[config.mk]
export PLATFORM = sky130hd
export DESIGN_NAME = char_lcd_number_writer_flat
export DESIGN_NICKNAME = d
export VERILOG_FILES = /design/src/hw/rtl/lcdnw_pkg.sv /design/src/hw/rtl/lcdnw_if.sv /design/src/hw/rtl/lcdnw_front.sv /design/src/hw/rtl/lcdnw_fifo.sv /design/src/hw/rtl/lcdnw_back.sv /design/src/hw/rtl/char_lcd_number_writer.sv /design/src/flat_wrapper.sv
export SDC_FILE = /design/constraint.sdc
export NUM_CORES = 1
export LEC_CHECK = 0
export BUFFER_PORTS_ARGS = -buffer_cell sky130_fd_sc_hd__clkbuf_2
export CAP_MARGIN = 20
export CELL_PAD_IN_SITES_DETAIL_PLACEMENT = 0
export CELL_PAD_IN_SITES_GLOBAL_PLACEMENT = 1
export CORE_UTILIZATION = 35
export DETAILED_ROUTE_END_ITERATION = 16
export PLACE_DENSITY_LB_ADDON = 0.15
export REMOVE_ABC_BUFFERS = 1
export SYNTH_ARGS = -nofsm -noshare
export SYNTH_HDL_FRONTEND = slang
export SYNTH_SLANG_ARGS = --single-unit
[constraint.sdc]
create_clock -name clk -period 7.46 [get_ports clk]
set_clock_uncertainty 0.05 [all_clocks]
set_input_delay 0 -clock clk [delete_from_list [all_inputs] [get_ports clk]]
set_output_delay 0 -clock clk [all_outputs]
set_load 0.01 [all_outputs]
[src/hw/rtl/lcdnw_pkg.sv]
// Shared types, codes and constants for the character LCD number writer.
package lcdnw_pkg;

  localparam int MAX_DIGITS_DEF = 10;
  localparam int VALUE_W        = 32;
  localparam int COUNT_W        = 4;

  localparam logic [7:0] ADDR_BASE = 8'h80;
  localparam logic [7:0] ROW1_OFS  = 8'h40;
  localparam logic [7:0] CMD_FUNC  = 8'h38;
  localparam logic [7:0] CMD_DISP  = 8'h0C;
  localparam logic [7:0] CMD_ENTRY = 8'h06;
  localparam logic [7:0] CMD_CLEAR = 8'h01;
  localparam logic [7:0] CHAR_PLUS = 8'h2B;
  localparam logic [7:0] CHAR_MINUS = 8'h2D;
  localparam logic [7:0] CHAR_ZERO = 8'h30;
  localparam logic [COUNT_W-1:0] INIT_LEN = 4'd4;
  localparam logic [COUNT_W-1:0] CHAR_LEN = 4'd1;

  typedef enum logic [1:0] {
    OP_INIT     = 2'd0,
    OP_CHAR     = 2'd1,
    OP_UNSIGNED = 2'd2,
    OP_SIGNED   = 2'd3
  } op_t;

  typedef enum logic [1:0] {
    JOB_INIT = 2'd0,
    JOB_CHAR = 2'd1,
    JOB_NUM  = 2'd2
  } job_kind_t;

  typedef struct packed {
    job_kind_t            kind;
    logic                 has_addr;
    logic [7:0]           addr;
    logic                 has_sign;
    logic [7:0]           sign_ch;
    logic [7:0]           data_ch;
    logic [VALUE_W-1:0]   mag;
    logic [COUNT_W-1:0]   len;
  } job_t;

  // init commands, indexed by bytes remaining
  function automatic logic [7:0] init_cmd(input logic [COUNT_W-1:0] remain);
    logic [7:0] cmd;
    unique case (remain)
      4'd4:    cmd = CMD_FUNC;
      4'd3:    cmd = CMD_DISP;
      4'd2:    cmd = CMD_ENTRY;
      default: cmd = CMD_CLEAR;
    endcase
    return cmd;
  endfunction

endpackage

[src/hw/rtl/lcdnw_if.sv]
// Request and LCD write channel interfaces.
interface lcdnw_req_if;
  logic        valid;
  logic        ready;
  logic [1:0]  op;
  logic [7:0]  row;
  logic [5:0]  column;
  logic [31:0] value;
  logic [3:0]  digit_count;

  modport source (output valid, op, row, column, value, digit_count, input ready);
  modport sink   (input valid, op, row, column, value, digit_count, output ready);
endinterface

interface lcdnw_wr_if;
  logic       valid;
  logic       ready;
  logic       is_data;
  logic [7:0] lcd_byte;
  logic       last;

  modport source (output valid, is_data, lcd_byte, last, input ready);
  modport sink   (input valid, is_data, lcd_byte, last, output ready);
endinterface

[src/hw/rtl/lcdnw_front.sv]
// Front end: classifies a display request into a byte-generation job.
module lcdnw_front #(
  parameter int MAX_DIGITS = lcdnw_pkg::MAX_DIGITS_DEF
) (
  input  logic [1:0]          op,
  input  logic [7:0]          row,
  input  logic [5:0]          column,
  input  logic [31:0]         value,
  input  logic [3:0]          digit_count,
  output lcdnw_pkg::job_t     job
);

  logic [lcdnw_pkg::COUNT_W-1:0] cnt_sat;
  logic [7:0]                    row_ofs;

  always_comb begin
    if (int'(digit_count) > MAX_DIGITS) cnt_sat = lcdnw_pkg::COUNT_W'(MAX_DIGITS);
    else                                cnt_sat = digit_count;
    row_ofs = (row == 8'd1) ? lcdnw_pkg::ROW1_OFS : 8'd0;

    job.kind     = lcdnw_pkg::JOB_NUM;
    job.has_addr = (row == 8'd0) || (row == 8'd1);
    job.addr     = lcdnw_pkg::ADDR_BASE + row_ofs + {2'b00, column};
    job.has_sign = 1'b0;
    job.sign_ch  = lcdnw_pkg::CHAR_PLUS;
    job.data_ch  = value[7:0];
    job.mag      = value;
    job.len      = cnt_sat;

    unique case (lcdnw_pkg::op_t'(op))
      lcdnw_pkg::OP_INIT: begin
        job.kind     = lcdnw_pkg::JOB_INIT;
        job.has_addr = 1'b0;
        job.len      = lcdnw_pkg::INIT_LEN;
      end
      lcdnw_pkg::OP_CHAR: begin
        job.kind = lcdnw_pkg::JOB_CHAR;
        job.len  = lcdnw_pkg::CHAR_LEN;
      end
      lcdnw_pkg::OP_UNSIGNED: begin
        job.kind = lcdnw_pkg::JOB_NUM;
      end
      default: begin
        job.kind     = lcdnw_pkg::JOB_NUM;
        job.has_sign = 1'b1;
        if (value[31]) begin
          job.sign_ch = lcdnw_pkg::CHAR_MINUS;
          job.mag     = ~value + 32'd1;
        end
      end
    endcase
  end

endmodule

[src/hw/rtl/lcdnw_fifo.sv]
// Two-entry job queue between front end and byte sequencer.
module lcdnw_fifo (
  input  logic            clk,
  input  logic            rst_n,
  input  logic            push,
  input  lcdnw_pkg::job_t wr_job,
  output logic            full,
  input  logic            pop,
  output lcdnw_pkg::job_t rd_job,
  output logic            empty
);

  lcdnw_pkg::job_t mem_r [2];
  logic            wr_ptr_r;
  logic            rd_ptr_r;
  logic [1:0]      cnt_r;
  logic            do_push;
  logic            do_pop;

  assign full    = (cnt_r == 2'd2);
  assign empty   = (cnt_r == 2'd0);
  assign do_push = push && !full;
  assign do_pop  = pop && !empty;
  assign rd_job  = mem_r[rd_ptr_r];

  always_ff @(posedge clk) begin
    if (!rst_n) begin
      wr_ptr_r <= 1'b0;
      rd_ptr_r <= 1'b0;
      cnt_r    <= 2'd0;
    end else begin
      if (do_push) wr_ptr_r <= ~wr_ptr_r;
      if (do_pop)  rd_ptr_r <= ~rd_ptr_r;
      if (do_push && !do_pop)      cnt_r <= cnt_r + 2'd1;
      else if (do_pop && !do_push) cnt_r <= cnt_r - 2'd1;
    end
  end

  always_ff @(posedge clk) begin
    if (do_push) mem_r[wr_ptr_r] <= wr_job;
  end

endmodule

[src/hw/rtl/lcdnw_back.sv]
// Byte sequencer: BCD conversion and ordered LCD byte writes.
module lcdnw_back #(
  parameter int MAX_DIGITS = lcdnw_pkg::MAX_DIGITS_DEF
) (
  input  logic             clk,
  input  logic             rst_n,
  input  lcdnw_pkg::job_t  job,
  input  logic             q_empty,
  output logic             pop,
  lcdnw_wr_if.source       wr
);

  localparam int BCD_W = 4 * MAX_DIGITS;
  localparam int VW    = lcdnw_pkg::VALUE_W;
  localparam logic [4:0] CONV_LAST = 5'(VW - 1);

  typedef enum logic [2:0] {
    S_IDLE,
    S_CONV,
    S_ADDR,
    S_SIGN,
    S_DATA
  } state_t;

  state_t                         state_r;
  lcdnw_pkg::job_kind_t           kind_r;
  logic                           has_addr_r;
  logic [7:0]                     addr_r;
  logic                           has_sign_r;
  logic [7:0]                     sign_r;
  logic [7:0]                     data_r;
  logic [lcdnw_pkg::COUNT_W-1:0]  idx_r;
  logic [VW-1:0]                  bin_r;
  logic [BCD_W-1:0]               bcd_r;
  logic [4:0]                     conv_cnt_r;
  logic                           out_valid_r;
  logic                           out_is_data_r;
  logic [7:0]                     out_byte_r;
  logic                           out_last_r;

  logic [BCD_W-1:0]               bcd_adj;
  logic [BCD_W-1:0]               bcd_nxt;
  logic [3:0]                     digit_sel;
  logic [7:0]                     data_byte;
  logic                           emit_ok;
  logic                           emit_now;

  function automatic state_t first_state(input logic a, input logic s,
                                         input logic [lcdnw_pkg::COUNT_W-1:0] n);
    state_t st;
    if (a)            st = S_ADDR;
    else if (s)       st = S_SIGN;
    else if (n != 0)  st = S_DATA;
    else              st = S_IDLE;
    return st;
  endfunction

  assign pop      = (state_r == S_IDLE) && !q_empty;
  assign emit_ok  = !out_valid_r || wr.ready;
  assign emit_now = emit_ok &&
                    ((state_r == S_ADDR) || (state_r == S_SIGN) || (state_r == S_DATA));

  always_comb begin
    for (int k = 0; k < MAX_DIGITS; k++) begin
      if (bcd_r[4*k +: 4] >= 4'd5) bcd_adj[4*k +: 4] = bcd_r[4*k +: 4] + 4'd3;
      else                         bcd_adj[4*k +: 4] = bcd_r[4*k +: 4];
    end
    bcd_nxt = {bcd_adj[BCD_W-2:0], bin_r[VW-1]};

    digit_sel = 4'd0;
    for (int k = 0; k < MAX_DIGITS; k++) begin
      if (int'(idx_r) == k + 1) digit_sel = bcd_r[4*k +: 4];
    end

    case (kind_r)
      lcdnw_pkg::JOB_INIT: data_byte = lcdnw_pkg::init_cmd(idx_r);
      lcdnw_pkg::JOB_CHAR: data_byte = data_r;
      default:             data_byte = lcdnw_pkg::CHAR_ZERO + {4'd0, digit_sel};
    endcase
  end

  always_ff @(posedge clk) begin
    if (!rst_n) begin
      state_r     <= S_IDLE;
      out_valid_r <= 1'b0;
    end else begin
      if (wr.ready && !emit_now) out_valid_r <= 1'b0;
      unique case (state_r)
        S_IDLE: begin
          if (!q_empty) begin
            kind_r     <= job.kind;
            has_addr_r <= job.has_addr;
            addr_r     <= job.addr;
            has_sign_r <= job.has_sign;
            sign_r     <= job.sign_ch;
            data_r     <= job.data_ch;
            idx_r      <= job.len;
            bin_r      <= job.mag;
            bcd_r      <= '0;
            conv_cnt_r <= 5'd0;
            if (job.kind == lcdnw_pkg::JOB_NUM) state_r <= S_CONV;
            else state_r <= first_state(job.has_addr, job.has_sign, job.len);
          end
        end
        S_CONV: begin
          bcd_r      <= bcd_nxt;
          bin_r      <= {bin_r[VW-2:0], 1'b0};
          conv_cnt_r <= conv_cnt_r + 5'd1;
          if (conv_cnt_r == CONV_LAST)
            state_r <= first_state(has_addr_r, has_sign_r, idx_r);
        end
        S_ADDR: begin
          if (emit_ok) begin
            out_valid_r   <= 1'b1;
            out_is_data_r <= 1'b0;
            out_byte_r    <= addr_r;
            out_last_r    <= !has_sign_r && (idx_r == 0);
            state_r       <= first_state(1'b0, has_sign_r, idx_r);
          end
        end
        S_SIGN: begin
          if (emit_ok) begin
            out_valid_r   <= 1'b1;
            out_is_data_r <= 1'b1;
            out_byte_r    <= sign_r;
            out_last_r    <= (idx_r == 0);
            state_r       <= first_state(1'b0, 1'b0, idx_r);
          end
        end
        S_DATA: begin
          if (emit_ok) begin
            out_valid_r   <= 1'b1;
            out_is_data_r <= (kind_r != lcdnw_pkg::JOB_INIT);
            out_byte_r    <= data_byte;
            out_last_r    <= (idx_r == 4'd1);
            idx_r         <= idx_r - 4'd1;
            if (idx_r == 4'd1) state_r <= S_IDLE;
          end
        end
        default: state_r <= S_IDLE;
      endcase
    end
  end

  assign wr.valid    = out_valid_r;
  assign wr.is_data  = out_is_data_r;
  assign wr.lcd_byte = out_byte_r;
  assign wr.last     = out_last_r;

endmodule

[src/hw/rtl/char_lcd_number_writer.sv]
// Top level of the character LCD number writer.
// Usage: each request on in_req (op, row, column, value, digit_count) is turned
// into the ordered byte writes for a two-line character LCD on out_wr, each
// tagged as command or data, with last set on the final byte of the request.
// Requests are accepted on valid && ready into a two-entry job queue, so
// in_req stays ready while the sequencer works, until the queue is full.
// An accepted request is registered in the queue and loaded from it by the
// idle sequencer; init and char requests then emit one byte per cycle while
// out_wr is ready (4 or up to 2 bytes). Number requests first run a
// shift-and-add-3 binary to BCD conversion, then emit address, sign and
// digits at one byte per cycle while out_wr is ready.
// A number request that yields no byte (unsigned, no address, zero digits)
// still runs the conversion.
// When out_wr stalls, the output register holds its byte and the sequencer
// waits; the queue keeps accepting requests until it fills.
// Reset (rst_n low, synchronous) empties the queue, idles the sequencer and
// drops any pending output byte.
module char_lcd_number_writer #(
  parameter int MAX_DIGITS = lcdnw_pkg::MAX_DIGITS_DEF
) (
  input  logic        clk,
  input  logic        rst_n,
  lcdnw_req_if.sink   in_req,
  lcdnw_wr_if.source  out_wr
);

  lcdnw_pkg::job_t front_job;
  lcdnw_pkg::job_t q_job;
  logic            q_full;
  logic            q_empty;
  logic            q_pop;

  assign in_req.ready = !q_full;

  lcdnw_front #(.MAX_DIGITS(MAX_DIGITS)) u_front (
    .op          (in_req.op),
    .row         (in_req.row),
    .column      (in_req.column),
    .value       (in_req.value),
    .digit_count (in_req.digit_count),
    .job         (front_job)
  );

  lcdnw_fifo u_fifo (
    .clk    (clk),
    .rst_n  (rst_n),
    .push   (in_req.valid),
    .wr_job (front_job),
    .full   (q_full),
    .pop    (q_pop),
    .rd_job (q_job),
    .empty  (q_empty)
  );

  lcdnw_back #(.MAX_DIGITS(MAX_DIGITS)) u_back (
    .clk     (clk),
    .rst_n   (rst_n),
    .job     (q_job),
    .q_empty (q_empty),
    .pop     (q_pop),
    .wr      (out_wr)
  );

endmodule
[src/flat_wrapper.sv]
// flat-port wrapper written by rule: the top's interface ports become plain ports
module char_lcd_number_writer_flat 
#(
  parameter int MAX_DIGITS = lcdnw_pkg::MAX_DIGITS_DEF
)
  (clk, rst_n, in_req_valid, in_req_op, in_req_row, in_req_column, in_req_value, in_req_digit_count, in_req_ready, out_wr_valid, out_wr_is_data, out_wr_lcd_byte, out_wr_last, out_wr_ready);
  lcdnw_req_if in_req_i ();
  lcdnw_wr_if out_wr_i ();
  input  logic clk;
  input  logic rst_n;
  input wire logic [$bits(in_req_i.valid)-1:0] in_req_valid;
  input wire logic [$bits(in_req_i.op)-1:0] in_req_op;
  input wire logic [$bits(in_req_i.row)-1:0] in_req_row;
  input wire logic [$bits(in_req_i.column)-1:0] in_req_column;
  input wire logic [$bits(in_req_i.value)-1:0] in_req_value;
  input wire logic [$bits(in_req_i.digit_count)-1:0] in_req_digit_count;
  output wire logic [$bits(in_req_i.ready)-1:0] in_req_ready;
  output wire logic [$bits(out_wr_i.valid)-1:0] out_wr_valid;
  output wire logic [$bits(out_wr_i.is_data)-1:0] out_wr_is_data;
  output wire logic [$bits(out_wr_i.lcd_byte)-1:0] out_wr_lcd_byte;
  output wire logic [$bits(out_wr_i.last)-1:0] out_wr_last;
  input wire logic [$bits(out_wr_i.ready)-1:0] out_wr_ready;
  assign in_req_i.valid = in_req_valid;
  assign in_req_i.op = in_req_op;
  assign in_req_i.row = in_req_row;
  assign in_req_i.column = in_req_column;
  assign in_req_i.value = in_req_value;
  assign in_req_i.digit_count = in_req_digit_count;
  assign in_req_ready = in_req_i.ready;
  assign out_wr_valid = out_wr_i.valid;
  assign out_wr_is_data = out_wr_i.is_data;
  assign out_wr_lcd_byte = out_wr_i.lcd_byte;
  assign out_wr_last = out_wr_i.last;
  assign out_wr_i.ready = out_wr_ready;
  char_lcd_number_writer #(.MAX_DIGITS(MAX_DIGITS)) u_core (.clk(clk), .rst_n(rst_n), .in_req(in_req_i), .out_wr(out_wr_i));
endmodule
==> summary by stage <==
Setup path
The data required time of the critical path is 7.68 ns. By instance count, the cell type seen most on the critical path is dlygate4sd3_1. The register-to-register setup slack is 4.99 ns. The slowest cell on the critical path is nor4_2. Along the worst path, the maximum fanout reaches 6. STA classifies the critical path endpoint as a flop.

The worst path buffer plus inverter count is 3. The cell class contributing the biggest share of worst-path delay is simple AND/OR/NAND/NOR gates. The number of gates on the worst path with buffers counted is 8. The worst setup path is of the in -> reg kind.

The depth of the worst register-to-register path is 7. The startpoint identified for the worst register-to-register timing path is u_core.u_back.idx_r[0]. The worst register-to-register path ends at u_core.u_back.wr.lcd_byte[3]. The signal arrival time at the worst endpoint is 3.09 ns. The start point of the critical path is in_req_value[4]. The worst setup path is launched from an input port.

The signal on the critical path passes through dlygate4sd3_1, clkbuf_2, nor4_1, nand3b_1, nor4_2, a21oi_1, xor2_1, dlygate4sd3_1. The peak per-stage delay on the critical path is 0.65 ns. The capture point of the worst path is u_core.u_fifo.mem_r[1][32].

Yosys
The dominant register cell in the synthesized netlist is edfxtp_1. The number of enable-type register cells in the synthesized netlist is 224. The warning count from the yosys run is 0. The cell count after synthesis is 899. The fraction of synthesis flops using an asynchronous set or reset pin is 0%. Summing every instance area after synthesis gives 11010 sq um. Dividing the synthesized area by the synthesized cell count gives 12.24 sq um. The portion of the post-synthesis area used by sequential elements is 62.75%. After synthesis the netlist holds a flip-flop and latch count of 233. The number of distinct library cells after synthesis is 60.

Power
The maximum resistive drop on vdd is 0.1765 mV. In this run the static leakage power is 4.679 nW. In this run the power density over the cells is 353.6 nW/um^2.

Cells and area
In the final layout, the share of cells above drive strength 1 is 14.44%. At the end of the flow the core is filled with cells to 42.91%. The signed area change from the synthesized netlist to the final layout is 19.88%.

The antenna diode count is 0. After the last flow step, the layout net total stands at 1104.

Floorplanning
In this run the standard cell core region covers 30750 sq um. The die is 179.3 um wide. After floorplanning, the core was divided into 64 placement rows. The floorplan step defined a die boundary enclosing 32160 sq um. The die height is 179.3 um. Once the floorplan was initialized, standard cells occupied 35.80% of the core. The number of I/O pins is 68.

Timing
The setup total negative slack is 0 ns. The total of endpoints with negative setup slack in the final report is 0. Setup repair after global routing left no endpoint under its margin.

The final number of max-transition violations is 0. The routed design could run at a clock period as short as 2.871 ns. The part of the cycle the worst path needs is 38.49%. The worst-margin pin slew is 1.050 ns. The relative slew slack is 30.02%.

Static timing analysis puts the maximum clock frequency at 0.3483 GHz. The number of failing hold endpoints at the final stage came to 0.

Clock tree
Counting every sink on the clock net gives 233. CTS built an H-tree with a depth of 1. In this run, CTS created clock tree buffers numbering 25.

The count of instances resized after the clock tree is built is 0. Clock latency on the worst-skew pair, taken at its later pin, is 0.52 ns. The clock root buffer is clkbuf_16. The register clock-pin slew on the reported worst setup and hold paths is 0.06 ns. The longest clock path from root to sink contains 3 buffers.

The TritonCTS clock tree is done.

Route
After detailed routing, the average wire length per cell comes to 16.34 um. The number of design rule violations left after detail routing is 0. The number of optimization iterations in the first detailed-route pass is 6. For this block, the via count after detailed routing is 7063. In this run, the number of DRC markers left after iteration 0 of detailed routing was 342. The via density per instance is 4.922. Once detail routing completed, the nets flagged for antenna violations numbered 0. The overall routed net length is 23.44 mm.

GRT
The number of antenna violations at the first check in global routing is 0. The first-pass GRT wire length is 37.78 mm. Entering global routing, the biggest net connects 78 pins.

Global routing used 14.99% of the available tracks. The via count of the first global-routing pass came to 6949. After global routing the overflow that remains totals 0.

Placed design
The count of port buffers added during placement is 67. The final RePlAce weighted congestion is 0.8070. The post-detailed-placement half-perimeter wirelength is 15.43 mm.

Run status
The run finished with clean final reports.

Flow run
The number of max-capacitance violations reported is 0.

Hold path
The class of the most critical hold timing path is in -> reg.
## power by group
part	total [mW]	internal [mW]	switching (mW)	leakage (nW)
Combinational	1.22	0.494	0.725	2.10
Clock	1.27	0.755	0.516	0.405
Sequential	2.18	1.91	0.268	2.17
Total	4.67	3.16	1.51	4.68
## sequential cells by signal, summed over array words and instances (netlist names), named ones only
register,count
u_core.u_fifo.cnt_r,2
u_core.u_back.wr.last,1
u_core.u_back.idx_r,4
u_core.u_back.wr.lcd_byte,8
u_core.u_back.kind_r,2
u_core.u_back.sign_r,2
u_core.u_back.has_addr_r,1
u_core.u_back.bin_r,32
u_core.u_back.data_r,8
u_core.u_back.wr.valid,1
u_core.u_back.wr.is_data,1
u_core.u_back.has_sign_r,1
u_core.u_fifo.mem_r,112
u_core.u_back.bcd_r,40
u_core.u_fifo.rd_ptr_r,1
u_core.u_back.state_r,3
u_core.u_back.addr_r,7
u_core.u_back.conv_cnt_r,5
u_core.u_fifo.wr_ptr_r,1
## tightest hold or removal path, delay by kind of cell
kind | cells | cell delay (ns)
buffers and inverters | 2 | 0.15
AOI/OAI and AO/OA | 1 | 0.06
and+or+nand+nor | 2 | 0.20
adders and majority gates | 1 | 0.17
## placed cells by master, fill, tap and decap left out, types with 20 or more instances in the layout
cell	instances
nor3_1	22
a21oi_1	91
nor2_1	95
xor2_1	26
clkbuf_16	25
o21ai_0	40
nand2b_1	20
dlygate4sd3_1	58
inv_1	37
mux2_2	20
nand2_1	52
ha_1	28
clkbuf_2	67
xnor2_1	28
mux2i_1	36
edfxtp_1	224
## logic make-up after synthesis
group | Yosys count | synth area share [%]
multiplexers | 56 | 5.320
AND/OR/NAND/NOR | 258 | 11.39
flip-flops | 233 | 62.75
buffers and inverters | 75 | 2.558
adder cells (fa/ha/maj) | 28 | 3.183
XOR/XNOR | 54 | 4.297
AO/OA/AOI/OAI | 195 | 10.50
## synthesized netlist by cell type (3+ instances only)
| master | n | area, sq um |
|---|---|---|
| nor2_1 | 96 | 360.4 |
| xor2_1 | 26 | 227.7 |
| buf_1 | 10 | 37.54 |
| o211ai_1 | 5 | 37.54 |
| a21boi_0 | 6 | 45.04 |
| o21ai_0 | 40 | 200.2 |
| clkbuf_1 | 28 | 105.1 |
| ha_1 | 28 | 350.3 |
| dfxtp_1 | 9 | 180.2 |
| edfxtp_1 | 224 | 6726 |
| a31oi_1 | 9 | 56.30 |
| o21a_1 | 4 | 30.03 |
| inv_1 | 37 | 138.9 |
| a21oi_1 | 91 | 455.4 |
| nor2b_1 | 11 | 68.82 |
| nand3b_1 | 3 | 22.52 |
| nand3_1 | 11 | 55.05 |
| and2_1 | 10 | 62.56 |
| o31ai_1 | 6 | 45.04 |
| nand2_1 | 53 | 198.9 |
| or4_1 | 3 | 22.52 |
| or3_1 | 4 | 25.02 |
| nor3_1 | 23 | 115.1 |
| mux2i_1 | 36 | 360.4 |
| nand2b_1 | 20 | 125.1 |
| o221ai_1 | 3 | 26.28 |
| xnor2_1 | 28 | 245.2 |
| nor4_1 | 4 | 25.02 |
| mux2_2 | 20 | 225.2 |
| and3_1 | 8 | 50.05 |
## per-layer routing
layer  share of wire (%)  vias up  global-route usage (%)
met3                 4.2       40                   2.511
li1                    -     3555                       -
met1                  47     3336                   20.12
met2                  47      132                   25.21
met5                   0        -                       0
met4                 1.9        0                   3.641
## cell type report
| type | instances | area (sq um) |
|---|---|---|
| sequential | 233 | 6910 |
| multi-input combinational | 591 | 3845 |
| clock inverter | 18 | 200.2 |
| timing repair buffer | 132 | 968.4 |
| fill | 2948 | 17550 |
| inverter | 37 | 138.9 |
| tap | 396 | 495.5 |
| clock buffer | 28 | 636.9 |
## worst min-delay path by stage
| stage | start | endpoint | slack (ns) | depth (start not counted) |
|---|---|---|---|---|
| 2_1_floorplan | in_req_value[0] | u_core.u_fifo.mem_r[0][36] | 0.05 | 0 |
| 3_3_place_gp | in_req_column[0] | u_core.u_fifo.mem_r[0][53] | 0.14 | 1 |
| 3_5_place_dp | in_req_column[0] | u_core.u_fifo.mem_r[0][53] | 0.14 | 1 |
| 4_1_cts | in_req_valid | u_core.u_fifo.cnt_r[1] | 0.06 | 6 |
| 5_1_grt | in_req_valid | u_core.u_fifo.cnt_r[1] | 0.13 | 6 |
| 6_report | in_req_valid | u_core.u_fifo.cnt_r[1] | 0.08 | 6 |
## metrics by stage
| step | std cells | area, sq um | total power, mW | setup WS, ns | hold slack, ns |
|---|---|---|---|---|---|
| 2_1_floorplan | 861 | 10860 | 3.021 | 3.881 | 0.04887 |
| 3_3_place_gp | 1330 | 11770 | 3.412 | 4.998 | 0.1395 |
| 3_5_place_dp | 1330 | 11770 | 3.423 | 4.940 | 0.1434 |
| 4_1_cts | 1434 | 13190 | 4.738 | 4.538 | 0.06037 |
| 5_1_grt | 1435 | 13200 | 4.974 | 4.371 | 0.1318 |
| 6_report | 1435 | 13200 | 4.665 | 4.589 | 0.07898 |
## timing repair
item / 4_1_cts / 5_1_grt
endpoints found under the hold margin: 119 / 0
setup buffers: 0 / 0
hold buffers: 58 / 0
(Power assumes the default switching activity.)
